**src/hdl/engine_rpm_period_meter_defines.svh**
```systemverilog
// Assertion macros used by the period meter top level.
`ifndef ENGINE_RPM_PERIOD_METER_DEFINES_SVH
`define ENGINE_RPM_PERIOD_METER_DEFINES_SVH

// Same-cycle implication, checked outside reset.
`define ERPM_ASSERT_NOW(label, clk, rst_n, ante, cons, msg) \
    label: assert property (@(posedge clk) disable iff (!rst_n) (ante) |-> (cons)) \
        else $error(msg);

// Next-cycle implication, checked outside reset.
`define ERPM_ASSERT_NEXT(label, clk, rst_n, ante, cons, msg) \
    label: assert property (@(posedge clk) disable iff (!rst_n) (ante) |=> (cons)) \
        else $error(msg);

`endif

```
**src/hdl/erpm_pkg.sv**
```systemverilog
// Types, constants and codes of the engine rpm period meter.
`default_nettype none

package erpm_pkg;

    localparam int TIME_WIDTH = 32;
    localparam int TS_W       = 32;
    localparam int OP_W       = 2;
    localparam int RPM_W      = 16;
    localparam int PERIOD_W   = 31;
    localparam int STATUS_W   = 3;
    localparam int CFG_IDX_W  = 2;
    localparam int CFG_DATA_W = 32;
    localparam int NUM_W      = 26;
    localparam int DIV_CNT_W  = $clog2(NUM_W + 1);
    localparam int SUM_W      = RPM_W + 3;
    localparam int OUT_DATA_W = ((2 * RPM_W + PERIOD_W + 7) / 8) * 8;

    localparam logic [TS_W-1:0] TIME_MASK = TS_W'((64'd1 << TIME_WIDTH) - 64'd1);

    localparam logic [NUM_W-1:0] RPM_NUMERATOR = NUM_W'(60000000);
    localparam logic [RPM_W-1:0] RPM_SATURATE  = {RPM_W{1'b1}};

    localparam logic [PERIOD_W-1:0]   MIN_PERIOD_RESET = PERIOD_W'(3000);
    localparam logic [PERIOD_W-1:0]   MAX_PERIOD_RESET = PERIOD_W'(2000000);
    localparam logic [CFG_DATA_W-1:0] STALE_RESET      = CFG_DATA_W'(500000);

    localparam logic [CFG_IDX_W-1:0] CFG_MIN_PERIOD = CFG_IDX_W'(0);
    localparam logic [CFG_IDX_W-1:0] CFG_MAX_PERIOD = CFG_IDX_W'(1);
    localparam logic [CFG_IDX_W-1:0] CFG_STALE      = CFG_IDX_W'(2);

    localparam logic [OP_W-1:0] OP_EDGE      = OP_W'(0);
    localparam int              OP_CLEAR_BIT = 1;

    typedef enum logic [STATUS_W-1:0] {
        STS_ACCEPTED   = 3'd0,
        STS_FIRST      = 3'd1,
        STS_GLITCH     = 3'd2,
        STS_STALL      = 3'd3,
        STS_TICK       = 3'd4,
        STS_TICK_UNANC = 3'd5,
        STS_CLEARED    = 3'd6
    } status_t;

    typedef enum logic [2:0] {
        ST_IDLE,
        ST_CLASS,
        ST_DIV,
        ST_FILT,
        ST_DONE
    } state_t;

    typedef struct packed {
        logic busy;
        logic done;
    } div_stat_t;

endpackage

`default_nettype wire

```
**src/hdl/erpm_div.sv**
```systemverilog
// Bit-serial restoring divider, one quotient bit per cycle.
`default_nettype none

module erpm_div (
    input  wire logic                               clk,
    input  wire logic                               rst_n,
    input  wire logic                               start,
    input  wire logic [erpm_pkg::NUM_W-1:0]         dividend,
    input  wire logic [erpm_pkg::PERIOD_W-1:0]      divisor,
    output erpm_pkg::div_stat_t                     stat,
    output logic      [erpm_pkg::NUM_W-1:0]         quotient
);

    logic [erpm_pkg::DIV_CNT_W-1:0] cnt_reg, cnt_next;
    logic                           done_reg, done_next;
    logic [erpm_pkg::NUM_W-1:0]     quot_reg, quot_next;
    logic [erpm_pkg::PERIOD_W-1:0]  rem_reg, rem_next;
    logic [erpm_pkg::PERIOD_W-1:0]  dvs_reg, dvs_next;
    logic [erpm_pkg::PERIOD_W:0]    shifted;
    logic [erpm_pkg::PERIOD_W:0]    trial;
    logic                           fits;

    // The partial remainder stays below the divisor, so one shift plus the
    // next dividend bit fits in one more bit than the divisor.
    assign shifted = {rem_reg, quot_reg[erpm_pkg::NUM_W-1]};
    assign trial   = shifted - {1'b0, dvs_reg};
    assign fits    = (shifted >= {1'b0, dvs_reg});

    always_comb
    begin
        cnt_next  = cnt_reg;
        done_next = 1'b0;
        quot_next = quot_reg;
        rem_next  = rem_reg;
        dvs_next  = dvs_reg;
        if (start)
        begin
            cnt_next  = erpm_pkg::DIV_CNT_W'(erpm_pkg::NUM_W);
            quot_next = dividend;
            rem_next  = '0;
            dvs_next  = divisor;
        end
        else if (cnt_reg != '0)
        begin
            cnt_next  = cnt_reg - erpm_pkg::DIV_CNT_W'(1);
            quot_next = {quot_reg[erpm_pkg::NUM_W-2:0], fits};
            rem_next  = fits ? trial[erpm_pkg::PERIOD_W-1:0]
                             : shifted[erpm_pkg::PERIOD_W-1:0];
            done_next = (cnt_reg == erpm_pkg::DIV_CNT_W'(1));
        end
    end

    always_ff @(posedge clk or negedge rst_n)
    begin
        if (!rst_n)
        begin
            cnt_reg  <= '0;
            done_reg <= 1'b0;
        end
        else
        begin
            cnt_reg  <= cnt_next;
            done_reg <= done_next;
        end
    end

    always_ff @(posedge clk)
    begin
        quot_reg <= quot_next;
        rem_reg  <= rem_next;
        dvs_reg  <= dvs_next;
    end

    assign stat.busy = (cnt_reg != '0);
    assign stat.done = done_reg;
    assign quotient  = quot_reg;

endmodule

`default_nettype wire

```
**src/hdl/engine_rpm_period_meter.sv**
```systemverilog
// Top level of the engine rpm period meter: sequencer, state and handshakes.
//
//  Channel   Direction  Signals                                   Payload
//  s_*       in         s_tvalid s_tready s_tdata s_tuser          timestamp_us / operation
//  m_*       out        m_tvalid m_tready m_tdata m_tuser          rpm, period / status
//  cfg_*     in         cfg_valid cfg_ready cfg_index cfg_data     register write
//
// A valid pulse edge raises m_tvalid once it is classified, run through the bit-serial
// 60000000 / period (26 quotient bits, then a done strobe), filtered and loaded into the
// output register. A zero-period edge skips the divider; other requests skip it and the
// filter. s_tready returns in the cycle after the load, so a request is taken only once
// the last is through. Reset clears the state and loads the default registers. A waiting
// result does not block the next request, which then holds until the output register frees.
`default_nettype none
`include "engine_rpm_period_meter_defines.svh"

module engine_rpm_period_meter (
    input  wire logic                                  clk,
    input  wire logic                                  rst_n,
    // Requests. s_tdata: timestamp_us[31:0]. s_tuser: operation[1:0].
    input  wire logic                                  s_tvalid,
    output logic                                       s_tready,
    input  wire logic [erpm_pkg::TS_W-1:0]             s_tdata,
    input  wire logic [erpm_pkg::OP_W-1:0]             s_tuser,
    // Results. m_tdata: smooth_rpm[15:0], instant_rpm[31:16],
    // period_us[62:32], zero pad[63]. m_tuser: status[2:0].
    output logic                                       m_tvalid,
    input  wire logic                                  m_tready,
    output logic      [erpm_pkg::OUT_DATA_W-1:0]       m_tdata,
    output logic      [erpm_pkg::STATUS_W-1:0]         m_tuser,
    // Register writes.
    input  wire logic                                  cfg_valid,
    output logic                                       cfg_ready,
    input  wire logic [erpm_pkg::CFG_IDX_W-1:0]        cfg_index,
    input  wire logic [erpm_pkg::CFG_DATA_W-1:0]       cfg_data
);

    erpm_pkg::state_t                     state_reg, state_next;
    erpm_pkg::status_t                    status_reg;
    logic [erpm_pkg::OP_W-1:0]            op_reg;
    logic [erpm_pkg::TS_W-1:0]            ts_reg;
    logic                                 anchored_reg;
    logic [erpm_pkg::TS_W-1:0]            last_edge_reg;
    logic [erpm_pkg::PERIOD_W-1:0]        last_period_reg;
    logic [erpm_pkg::RPM_W-1:0]           raw_rpm_reg;
    logic [erpm_pkg::RPM_W-1:0]           filt_rpm_reg;
    logic [erpm_pkg::RPM_W-1:0]           inst_reg;
    logic [erpm_pkg::PERIOD_W-1:0]        min_reg;
    logic [erpm_pkg::PERIOD_W-1:0]        max_reg;
    logic [erpm_pkg::CFG_DATA_W-1:0]      stale_reg;
    logic                                 m_tvalid_reg;
    logic [erpm_pkg::RPM_W-1:0]           out_smooth_reg;
    logic [erpm_pkg::RPM_W-1:0]           out_inst_reg;
    logic [erpm_pkg::PERIOD_W-1:0]        out_period_reg;
    logic [erpm_pkg::STATUS_W-1:0]        out_status_reg;

    logic                                 in_accept;
    logic                                 out_load;
    logic [erpm_pkg::TS_W-1:0]            gap;
    logic                                 is_clear;
    logic                                 is_edge;
    logic                                 short_gap;
    logic                                 long_gap;
    logic                                 zero_gap;
    logic                                 stale_gap;
    logic                                 dead_gap;
    logic                                 div_start;
    erpm_pkg::div_stat_t                  div_stat;
    logic [erpm_pkg::NUM_W-1:0]           div_quot;
    logic [erpm_pkg::RPM_W-1:0]           quot_sat;
    logic [erpm_pkg::SUM_W-1:0]           filt_sum;

    // Elapsed time since the anchor edge, modulo the timestamp range.
    assign gap       = (ts_reg - last_edge_reg) & erpm_pkg::TIME_MASK;
    assign is_clear  = op_reg[erpm_pkg::OP_CLEAR_BIT];
    assign is_edge   = (op_reg == erpm_pkg::OP_EDGE);
    assign short_gap = (gap < {1'b0, min_reg});
    assign long_gap  = (gap > {1'b0, max_reg});
    assign zero_gap  = (gap == '0);
    assign stale_gap = (gap > stale_reg);
    // Twice the maximum period is exactly one left shift, no overflow.
    assign dead_gap  = (gap > {max_reg, 1'b0});

    assign quot_sat = (div_quot[erpm_pkg::NUM_W-1:erpm_pkg::RPM_W] != '0)
                    ? erpm_pkg::RPM_SATURATE : div_quot[erpm_pkg::RPM_W-1:0];

    // Seven eighths of the old value plus one eighth of the new one.
    assign filt_sum = {filt_rpm_reg, 3'b000} - {3'b000, filt_rpm_reg}
                    + {3'b000, inst_reg};

    erpm_div u_div (
        .clk      (clk),
        .rst_n    (rst_n),
        .start    (div_start),
        .dividend (erpm_pkg::RPM_NUMERATOR),
        .divisor  (gap[erpm_pkg::PERIOD_W-1:0]),
        .stat     (div_stat),
        .quotient (div_quot)
    );

    // Next state.
    always_comb
    begin
        state_next = state_reg;
        unique case (state_reg)
            erpm_pkg::ST_IDLE:
            begin
                if (s_tvalid)
                begin
                    state_next = erpm_pkg::ST_CLASS;
                end
            end
            erpm_pkg::ST_CLASS:
            begin
                if (!is_clear && is_edge && anchored_reg && !short_gap && !long_gap)
                begin
                    state_next = zero_gap ? erpm_pkg::ST_FILT : erpm_pkg::ST_DIV;
                end
                else
                begin
                    state_next = erpm_pkg::ST_DONE;
                end
            end
            erpm_pkg::ST_DIV:
            begin
                if (div_stat.done)
                begin
                    state_next = erpm_pkg::ST_FILT;
                end
            end
            erpm_pkg::ST_FILT:
            begin
                state_next = erpm_pkg::ST_DONE;
            end
            erpm_pkg::ST_DONE:
            begin
                if (!m_tvalid_reg || m_tready)
                begin
                    state_next = erpm_pkg::ST_IDLE;
                end
            end
            default:
            begin
                state_next = erpm_pkg::ST_IDLE;
            end
        endcase
    end

    // Sequencer outputs.
    always_comb
    begin
        s_tready  = 1'b0;
        div_start = 1'b0;
        out_load  = 1'b0;
        unique case (state_reg)
            erpm_pkg::ST_IDLE:
            begin
                s_tready = 1'b1;
            end
            erpm_pkg::ST_CLASS:
            begin
                div_start = !is_clear && is_edge && anchored_reg
                          && !short_gap && !long_gap && !zero_gap;
            end
            erpm_pkg::ST_DONE:
            begin
                out_load = !m_tvalid_reg || m_tready;
            end
            default:
            begin
                s_tready = 1'b0;
            end
        endcase
    end

    assign in_accept = s_tvalid && s_tready;
    assign cfg_ready = 1'b1;

    always_ff @(posedge clk or negedge rst_n)
    begin
        if (!rst_n)
        begin
            state_reg       <= erpm_pkg::ST_IDLE;
            status_reg      <= erpm_pkg::STS_ACCEPTED;
            anchored_reg    <= 1'b0;
            last_edge_reg   <= '0;
            last_period_reg <= '0;
            raw_rpm_reg     <= '0;
            filt_rpm_reg    <= '0;
            min_reg         <= erpm_pkg::MIN_PERIOD_RESET;
            max_reg         <= erpm_pkg::MAX_PERIOD_RESET;
            stale_reg       <= erpm_pkg::STALE_RESET;
            m_tvalid_reg    <= 1'b0;
        end
        else
        begin
            state_reg <= state_next;

            if (cfg_valid && cfg_ready)
            begin
                case (cfg_index)
                    erpm_pkg::CFG_MIN_PERIOD: min_reg   <= cfg_data[erpm_pkg::PERIOD_W-1:0];
                    erpm_pkg::CFG_MAX_PERIOD: max_reg   <= cfg_data[erpm_pkg::PERIOD_W-1:0];
                    erpm_pkg::CFG_STALE:      stale_reg <= cfg_data;
                    default:                  ;
                endcase
            end

            unique case (state_reg)
                erpm_pkg::ST_CLASS:
                begin
                    priority if (is_clear)
                    begin
                        anchored_reg    <= 1'b0;
                        last_edge_reg   <= '0;
                        last_period_reg <= '0;
                        raw_rpm_reg     <= '0;
                        filt_rpm_reg    <= '0;
                        status_reg      <= erpm_pkg::STS_CLEARED;
                    end
                    else if (is_edge)
                    begin
                        priority if (!anchored_reg)
                        begin
                            anchored_reg  <= 1'b1;
                            last_edge_reg <= ts_reg;
                            status_reg    <= erpm_pkg::STS_FIRST;
                        end
                        else if (short_gap)
                        begin
                            status_reg <= erpm_pkg::STS_GLITCH;
                        end
                        else if (long_gap)
                        begin
                            last_edge_reg   <= ts_reg;
                            last_period_reg <= '0;
                            raw_rpm_reg     <= '0;
                            filt_rpm_reg    <= '0;
                            status_reg      <= erpm_pkg::STS_STALL;
                        end
                        else
                        begin
                            last_edge_reg   <= ts_reg;
                            last_period_reg <= gap[erpm_pkg::PERIOD_W-1:0];
                            status_reg      <= erpm_pkg::STS_ACCEPTED;
                        end
                    end
                    else
                    begin
                        if (!anchored_reg)
                        begin
                            status_reg <= erpm_pkg::STS_TICK_UNANC;
                        end
                        else
                        begin
                            if (stale_gap)
                            begin
                                raw_rpm_reg  <= '0;
                                filt_rpm_reg <= '0;
                            end
                            if (dead_gap)
                            begin
                                last_period_reg <= '0;
                            end
                            status_reg <= erpm_pkg::STS_TICK;
                        end
                    end
                end
                erpm_pkg::ST_FILT:
                begin
                    raw_rpm_reg  <= inst_reg;
                    filt_rpm_reg <= filt_sum[erpm_pkg::SUM_W-1:3];
                end
                default:
                begin
                    status_reg <= status_reg;
                end
            endcase

            if (out_load)
            begin
                m_tvalid_reg <= 1'b1;
            end
            else if (m_tready)
            begin
                m_tvalid_reg <= 1'b0;
            end
        end
    end

    // Payload registers.
    always_ff @(posedge clk)
    begin
        if (in_accept)
        begin
            op_reg <= s_tuser;
            ts_reg <= s_tdata & erpm_pkg::TIME_MASK;
        end
        // A zero period saturates without running the divider.
        if (state_reg == erpm_pkg::ST_CLASS)
        begin
            inst_reg <= erpm_pkg::RPM_SATURATE;
        end
        else if (state_reg == erpm_pkg::ST_DIV && div_stat.done)
        begin
            inst_reg <= quot_sat;
        end
        if (out_load)
        begin
            out_smooth_reg <= filt_rpm_reg;
            out_inst_reg   <= raw_rpm_reg;
            out_period_reg <= last_period_reg;
            out_status_reg <= status_reg;
        end
    end

    assign m_tvalid = m_tvalid_reg;
    assign m_tdata  = {1'b0, out_period_reg, out_inst_reg, out_smooth_reg};
    assign m_tuser  = out_status_reg;

    // The divider only runs while the sequencer waits on it.
    `ERPM_ASSERT_NOW(a_div_owned, clk, rst_n, div_stat.busy, state_reg == erpm_pkg::ST_DIV,
        "divider busy outside the divide state")
    // A stall result always reports zeroed readings.
    `ERPM_ASSERT_NOW(a_stall_zero, clk, rst_n,
        m_tvalid && (m_tuser == erpm_pkg::STS_STALL),
        (m_tdata[erpm_pkg::OUT_DATA_W-2:0] == '0), "stall result with nonzero readings")
    // An accepted request moves straight into classification.
    `ERPM_ASSERT_NEXT(a_accept_class, clk, rst_n, in_accept,
        state_reg == erpm_pkg::ST_CLASS, "accepted request not classified")
    // An edge always leaves the meter anchored, whether or not it was anchored before.
    `ERPM_ASSERT_NEXT(a_anchor_set, clk, rst_n,
        (state_reg == erpm_pkg::ST_CLASS) && !is_clear && is_edge, anchored_reg,
        "edge did not leave the meter anchored")

endmodule

`default_nettype wire

```
**config.mk**
```make
export PLATFORM = sky130hd
export DESIGN_NAME = engine_rpm_period_meter
export DESIGN_NICKNAME = d
export VERILOG_FILES = /design/src/hdl/erpm_pkg.sv /design/src/hdl/erpm_div.sv /design/src/hdl/engine_rpm_period_meter.sv
export VERILOG_INCLUDE_DIRS = /design/src /design/src/hdl
export SDC_FILE = /design/constraint.sdc
export NUM_CORES = 1
export LEC_CHECK = 0
export ABC_CLOCK_PERIOD_IN_PS = 9700
export BUFFER_PORTS_ARGS = -buffer_cell sky130_fd_sc_hd__buf_2
export CAP_MARGIN = 5
export CORE_ASPECT_RATIO = 1.1
export CORE_MARGIN = 1.5
export CORE_UTILIZATION = 62
export CTS_CLUSTER_DIAMETER = 200
export DETAILED_ROUTE_END_ITERATION = 16
export GPL_ROUTABILITY_DRIVEN = 0
export PLACE_DENSITY = 0.84
export SKIP_LAST_GASP = 1
export SLEW_MARGIN = 20
export SYNTH_ARGS = -nofsm -noshare
export SYNTH_HDL_FRONTEND = slang
export SYNTH_SLANG_ARGS = --single-unit
```
**constraint.sdc**
```tcl
create_clock -name clk -period 9.7 [get_ports clk]
set_input_delay 2.425 -clock clk [delete_from_list [all_inputs] [get_ports clk]]
set_output_delay 2.425 -clock clk [all_outputs]
set_load 0.01 [all_outputs]
```
# --- Yosys cells after proc, flatten, opt, wreduce, memory -nomap -nowiden ---
# Index checks and enable logic that the tools add are counted.
op_classes:
  add_sub_neg: 5
  n_lt_le_gt_ge: 5
  n_eq_ne: 16
  n_mux: 45
  n_reduce_logical: 33
ops:
  columns: ["cell", "n"]
  rows:
  - ["$mux 31", 8]
  - ["$mux 16", 8]
  - ["$mux 32", 4]
  - ["$gt 32x32->1", 2]
  - ["$pmux 16 s2", 2]
  - ["$ge 32x31->1", 1]
  - ["$gt 32x31->1", 1]
  - ["$logic_not 32->1", 1]
  - ["$lt 32x31->1", 1]
  - ["$sub 32x32->32", 1]
  - ["$sub 31x31->31", 1]
  - ["$add 19x16->19", 1]
  - ["$sub 19x16->19", 1]
  - ["$mux 3", 6]
  - ["$pmux 3 s5", 1]
  - ["$ne 4x4->1 const B", 3]
  - ["$mux 1", 11]
  - ["$mux 5", 2]
  - ["$reduce_bool 10->1", 1]
  - ["$reduce_bool 2->1", 5]
  - ["$ne 3x3->1 const B", 3]
  - ["$reduce_and 2->1", 4]
  - ["$logic_and 1x1->1", 7]
  - ["$eq 3x2->1 const B", 2]
  - ["other kinds (18)", 27]
word_totals:
  register_bits: 407
  output_inout_bits: 70

# --- Logic depth before layout (Yosys ltp) ---
logic_depth:
  depth_word: 8
  depth_mapped: 24

# --- Modules after synthesis ---
# A second synthesis with hierarchy kept.
unflattened:
  hier_cells: 2197
  hier_area_um2: 23143.4
by_module_without_submodules:
  columns: ["mod", "n_inst", "cells_per_inst", "area_each_um2", "seq_area_each_um2"]
  rows:
  - ["engine_rpm_period_meter", 1, 1618, 17371.7, 8279.2]
  - ["erpm_div", 1, 579, 5771.8, 2482.4]

# --- Worst setup path before layout ---
# No wires, ideal clock.
synth_path:
  kind: "register -> register"
  startpoint: "reg ts_reg[0] (netlist bit)"
  endpoint: "reg u_div.dvs_reg[0] (netlist bit), enable pin"
  setup_time_ps: 437
  t_arrival_ps: 6541
  path_slack_ps: 2722
  path_stages_with_launch: 24
  synth_period_minus_slack_ps: 6978
  cell_sequence: "edfxtp_1 inv_1 ha_1 inv_1 fa_1 a211oi_2 o211a_2 nor2_4 o21ai_2 o31a_1 o21ai_0 a21oi_1 xor2_1 inv_1 ha_1 a21oi_1 nor2b_1 nand2_1 a2111oi_0 o311ai_0 a31oi_4 nand2_1 or4_1 a41oi_1"
synth_between:
  elab_chain_len: 7
  word_cells_on_any_way: 11
synth_lines:
  columns: ["element", "line_no", "rtl"]
  rows:
  - ["start, declared", "engine_rpm_period_meter.sv:41", "logic [erpm_pkg::TS_W-1:0] ts_reg;"]
  - ["start signal, assigned", "engine_rpm_period_meter.sv:297", "ts_reg <= s_tdata & erpm_pkg::TIME_MASK;"]
  - ["$sub 32x32->32 (*)", "engine_rpm_period_meter.sv:74", "assign gap = (ts_reg - last_edge_reg) & erpm_pkg::TIME_MASK;"]
  - ["via gap, one bit", "engine_rpm_period_meter.sv:59", "logic [erpm_pkg::TS_W-1:0] gap;"]
  - ["$lt 32x31->1", "engine_rpm_period_meter.sv:77", "assign short_gap = (gap < {1'b0, min_reg});"]
  - ["$logic_not 1->1", "engine_rpm_period_meter.sv:163", "&& !short_gap && !long_gap && !zero_gap;"]
  - ["$logic_and 1x1->1 (2 in series)", "engine_rpm_period_meter.sv:163", null]
  - ["$logic_and 1x1->1 (*)", "engine_rpm_period_meter.sv:163", null]
  - ["$mux 1 (*)", "engine_rpm_period_meter.sv:155", "unique case (state_reg)"]
  - ["via div_start", "engine_rpm_period_meter.sv:67", "logic div_start;"]
  - ["end signal, assigned", "erpm_div.sv:71", "dvs_reg <= dvs_next;"]
  - ["end, declared", "erpm_div.sv:18", "logic [erpm_pkg::PERIOD_W-1:0] dvs_reg, dvs_next;"]
# The timed path passes the listed nets; every way through them passes the cells marked *.
# A chain may end at the register's enable or synchronous reset.

# --- Worst setup path after layout ---
layout_path:
  startpoint: "reg ts_reg[0] (netlist bit)"
  endpoint: "reg u_div.dvs_reg[13] (netlist bit), enable pin"
# The elaborated chain is that of the path after synthesis.

==> flow_metrics.env <==
export IMPL_status="completed"
export IMPL_via_count=17600
export IMPL_cp_required_ns=9.89
export IMPL_synth_edff_count=131
export IMPL_cp_slowest_cell="or4_1"
export IMPL_relSlewSlack_pct=36.6
export IMPL_drtIter0Drc=1270
export IMPL_fin_tns_setup_ns=0
export IMPL_dieWidth_um=186
export IMPL_syn_nets=2494
export IMPL_timing_hold_ws_ns=0.442
export IMPL_areaGrowthSynthToFinish_pct=11.3
export IMPL_antenna_found_initial=3
export IMPL_tightest_slew_ns=0.951
export IMPL_max_freq_mhz=136
export IMPL_cp_start_kind="flop"
export IMPL_cts_resized=0
export IMPL_clkTransAtPathRegs_ns=0.06
export IMPL_io_pins=143
export IMPL_yosysTopAreaCell="dfrtp_1"
export IMPL_drcViolationCount=0
export IMPL_finalCritPeriodShare_pct=75.6
export IMPL_numPortBuffers=140
export IMPL_drive_above_1_share_pct=16.5
export IMPL_path_cells="inv_1 -> ha_1 -> inv_1 -> fa_1 -> a211oi_2 -> o211a_2 -> nor2_4 -> o21ai_2 -> o31a_1 -> o21ai_0 -> a21oi_1 -> xor2_1 -> inv_1 -> ha_1 -> a21oi_1 -> nor2b_1 -> nand2_1 -> a2111oi_0 -> o311ai_0 -> a31oi_4 -> nand2_1 -> or4_1 -> a41oi_2 -> buf_4"
export IMPL_std_cell_rows=73
export IMPL_yosysTopAreaCellShare_pct=20.0
export IMPL_cp_common_cell="inv_1"
export IMPL_grt_pass1_wl_um=90000
export IMPL_path_buf_inv=4
export IMPL_crit_type="flop to flop"
export IMPL_cpLargestDelayFamily="compound AO/OA/AOI/OAI gates"
export IMPL_hold_violations=0
export IMPL_cts_setup_buffers=0
export IMPL_max_clock_path_buffers=3
export IMPL_synth_seq_cells=407
export IMPL_ant_nets=0
export IMPL_post_synth_cell_area_avg_sq_um=10.3
export IMPL_nNetsFinal=2631
export IMPL_synthArstFlopShare_pct=49.9
export IMPL_ys_seq_area_share_pct=46.2
export IMPL_cts_sinks=407
export IMPL_fin_crit_ns=7.33
export IMPL_setup_violations_final=0
export IMPL_htreeDepth=2
export IMPL_wl_per_cell_um=19.5
export IMPL_first_pass_iters=6
export IMPL_synth_flop_cell="dfrtp_1"
export IMPL_synthesis_area_sq_um=22700
export IMPL_synth_xor_area_share_pct=2.31
export IMPL_core_sq_um=36200
export IMPL_dieArea_sq_um=37800
export IMPL_fin_util_pct=69.9
export IMPL_ys_top_cells_by_area="dfrtp_1 20%, edfxtp_1 17%, ha_1 11%"
export IMPL_arrival_ns=7.53
export IMPL_cts_hold_buf=0
export IMPL_start_util_pct=62.8
export IMPL_synth_distinct_cells=89
export IMPL_yosys_warnings=0
export IMPL_cts_tree="built"
export IMPL_synth_simple_area_share_pct=12.5
export IMPL_cts_buffers=41
export IMPL_pre_cts_slack_ns=2.52
export IMPL_drv_cap=0
export IMPL_fin_skew_ns=0.0265
export IMPL_setup_slack_ns=2.37
export IMPL_yosys_top_cells_count="249 x inv_1, 207 x ha_1, 184 x nand2_1, 182 x dfrtp_1, 131 x edfxtp_1"
export IMPL_drt_total_wl_um=55700
export IMPL_critPathMaxStageDelay_ns=0.68
export IMPL_min_path_type="flop to flop"
export IMPL_cp_end_kind="flop"
export IMPL_fp_dieH_um=204
export IMPL_viasPerCell=6.17
export IMPL_synth_compound_area_share_pct=16.7
export IMPL_dp_hpwl_um=39500
export IMPL_synth_mux_area_fraction_pct=3.94
export IMPL_grt_overflow=0
export IMPL_synth_top_family_by_area="compound AO/OA/AOI/OAI gates"
export IMPL_synth_most_common_cell="inv_1"
export IMPL_grt_pass1_vias=17800
export IMPL_rsz0062_at_grt="false"
export IMPL_clock_latency_ns=0.56
export IMPL_drv_slew=0
export IMPL_synthAdderAreaFrac_pct=12.7
export IMPL_grt_start_max_net_pins=73
export IMPL_syn_inst=2199
export IMPL_path_max_fanout=31
export IMPL_cts_root_buf="clkbuf_16"
export IMPL_grt_usage_pct=30.0
layer usage:
layer	GRT usage, %	routed length, um	share of wire (%)
met3	4.82	3970	7.1
met5	0	24	0.043
met1	37.7	22000	40
met4	14.5	2690	4.8
met2	50.5	27000	48
final timing paths:
path	from	endpoint	slack, ns	depth (start not counted)
setup / recovery	ts_reg[0]	u_div.dvs_reg[13]	2.37	24
hold / removal	last_period_reg[10]	out_period_reg[10]	0.44	0
setup reg to reg	ts_reg[0]	u_div.dvs_reg[13]	2.37	24
hold reg to reg	last_period_reg[10]	out_period_reg[10]	0.44	0
max in group asynchronous	rst_n	last_edge_reg[25]	6.50	2
min in group asynchronous	rst_n	min_reg[12]	1.85	1
per-stage QoR:
step	std cells	instance area, sq um
2_1_floorplan	2199	22700
3_3_place_gp	2780	24000
3_5_place_dp	2780	24000
4_1_cts	2856	25300
5_1_grt	2856	25300
6_report	2858	25300
cell usage in the layout (no fill, tap or decap), drive strengths merged, types with 11 or more instances in the layout:
cell    Yosys  routed
inv       249     252
nor2b      19      19
o22ai      22      22
xnor2      40      40
o21bai     13      13
ha        207     207
o41ai      19      19
and3       18      18
nand2b     18      18
edfxtp    131     131
nand3      27      27
nor2      119     119
o21ai     116     116
clkbuf     55      63
o21a       29      29
nand3b     13      13
a22o       61      61
a31oi      12      12
dfstp      21      21
o211ai     22      22
a21o       43      43
dfxtp      73      73
buf        25     173
a21oi     122     122
fa         15      15
dfrtp     182     182
xor2       20      20
nand2     184     184
nor4       12      12
nor3       46      46
a211oi     26      26
nor3b      16      16
mux2       75      75
nand4      30      30
and2       11      11
cell families after synthesis:
group	count (synthesis)
and+or+nand+nor	548
other	2
AOI/OAI and AO/OA	551
adders and majority gates	222
muxes	80
DFF	407
buffers and inverters	329
xor gates and xnor gates	60
final cells by class:
class,count,area [sq um]
inverter,249,935
fill,2586,10900
tap,487,609
clock buffer,62,1150
clock inverter,14,141
timing repair buffer,174,965
multi-input combinational,1463,11000
antenna,2,5.00
sequential,407,10500
Power is left out: the tool's default activity adds up to more than one toggle a clock period on the data nets, which glitch-free logic cannot reach.
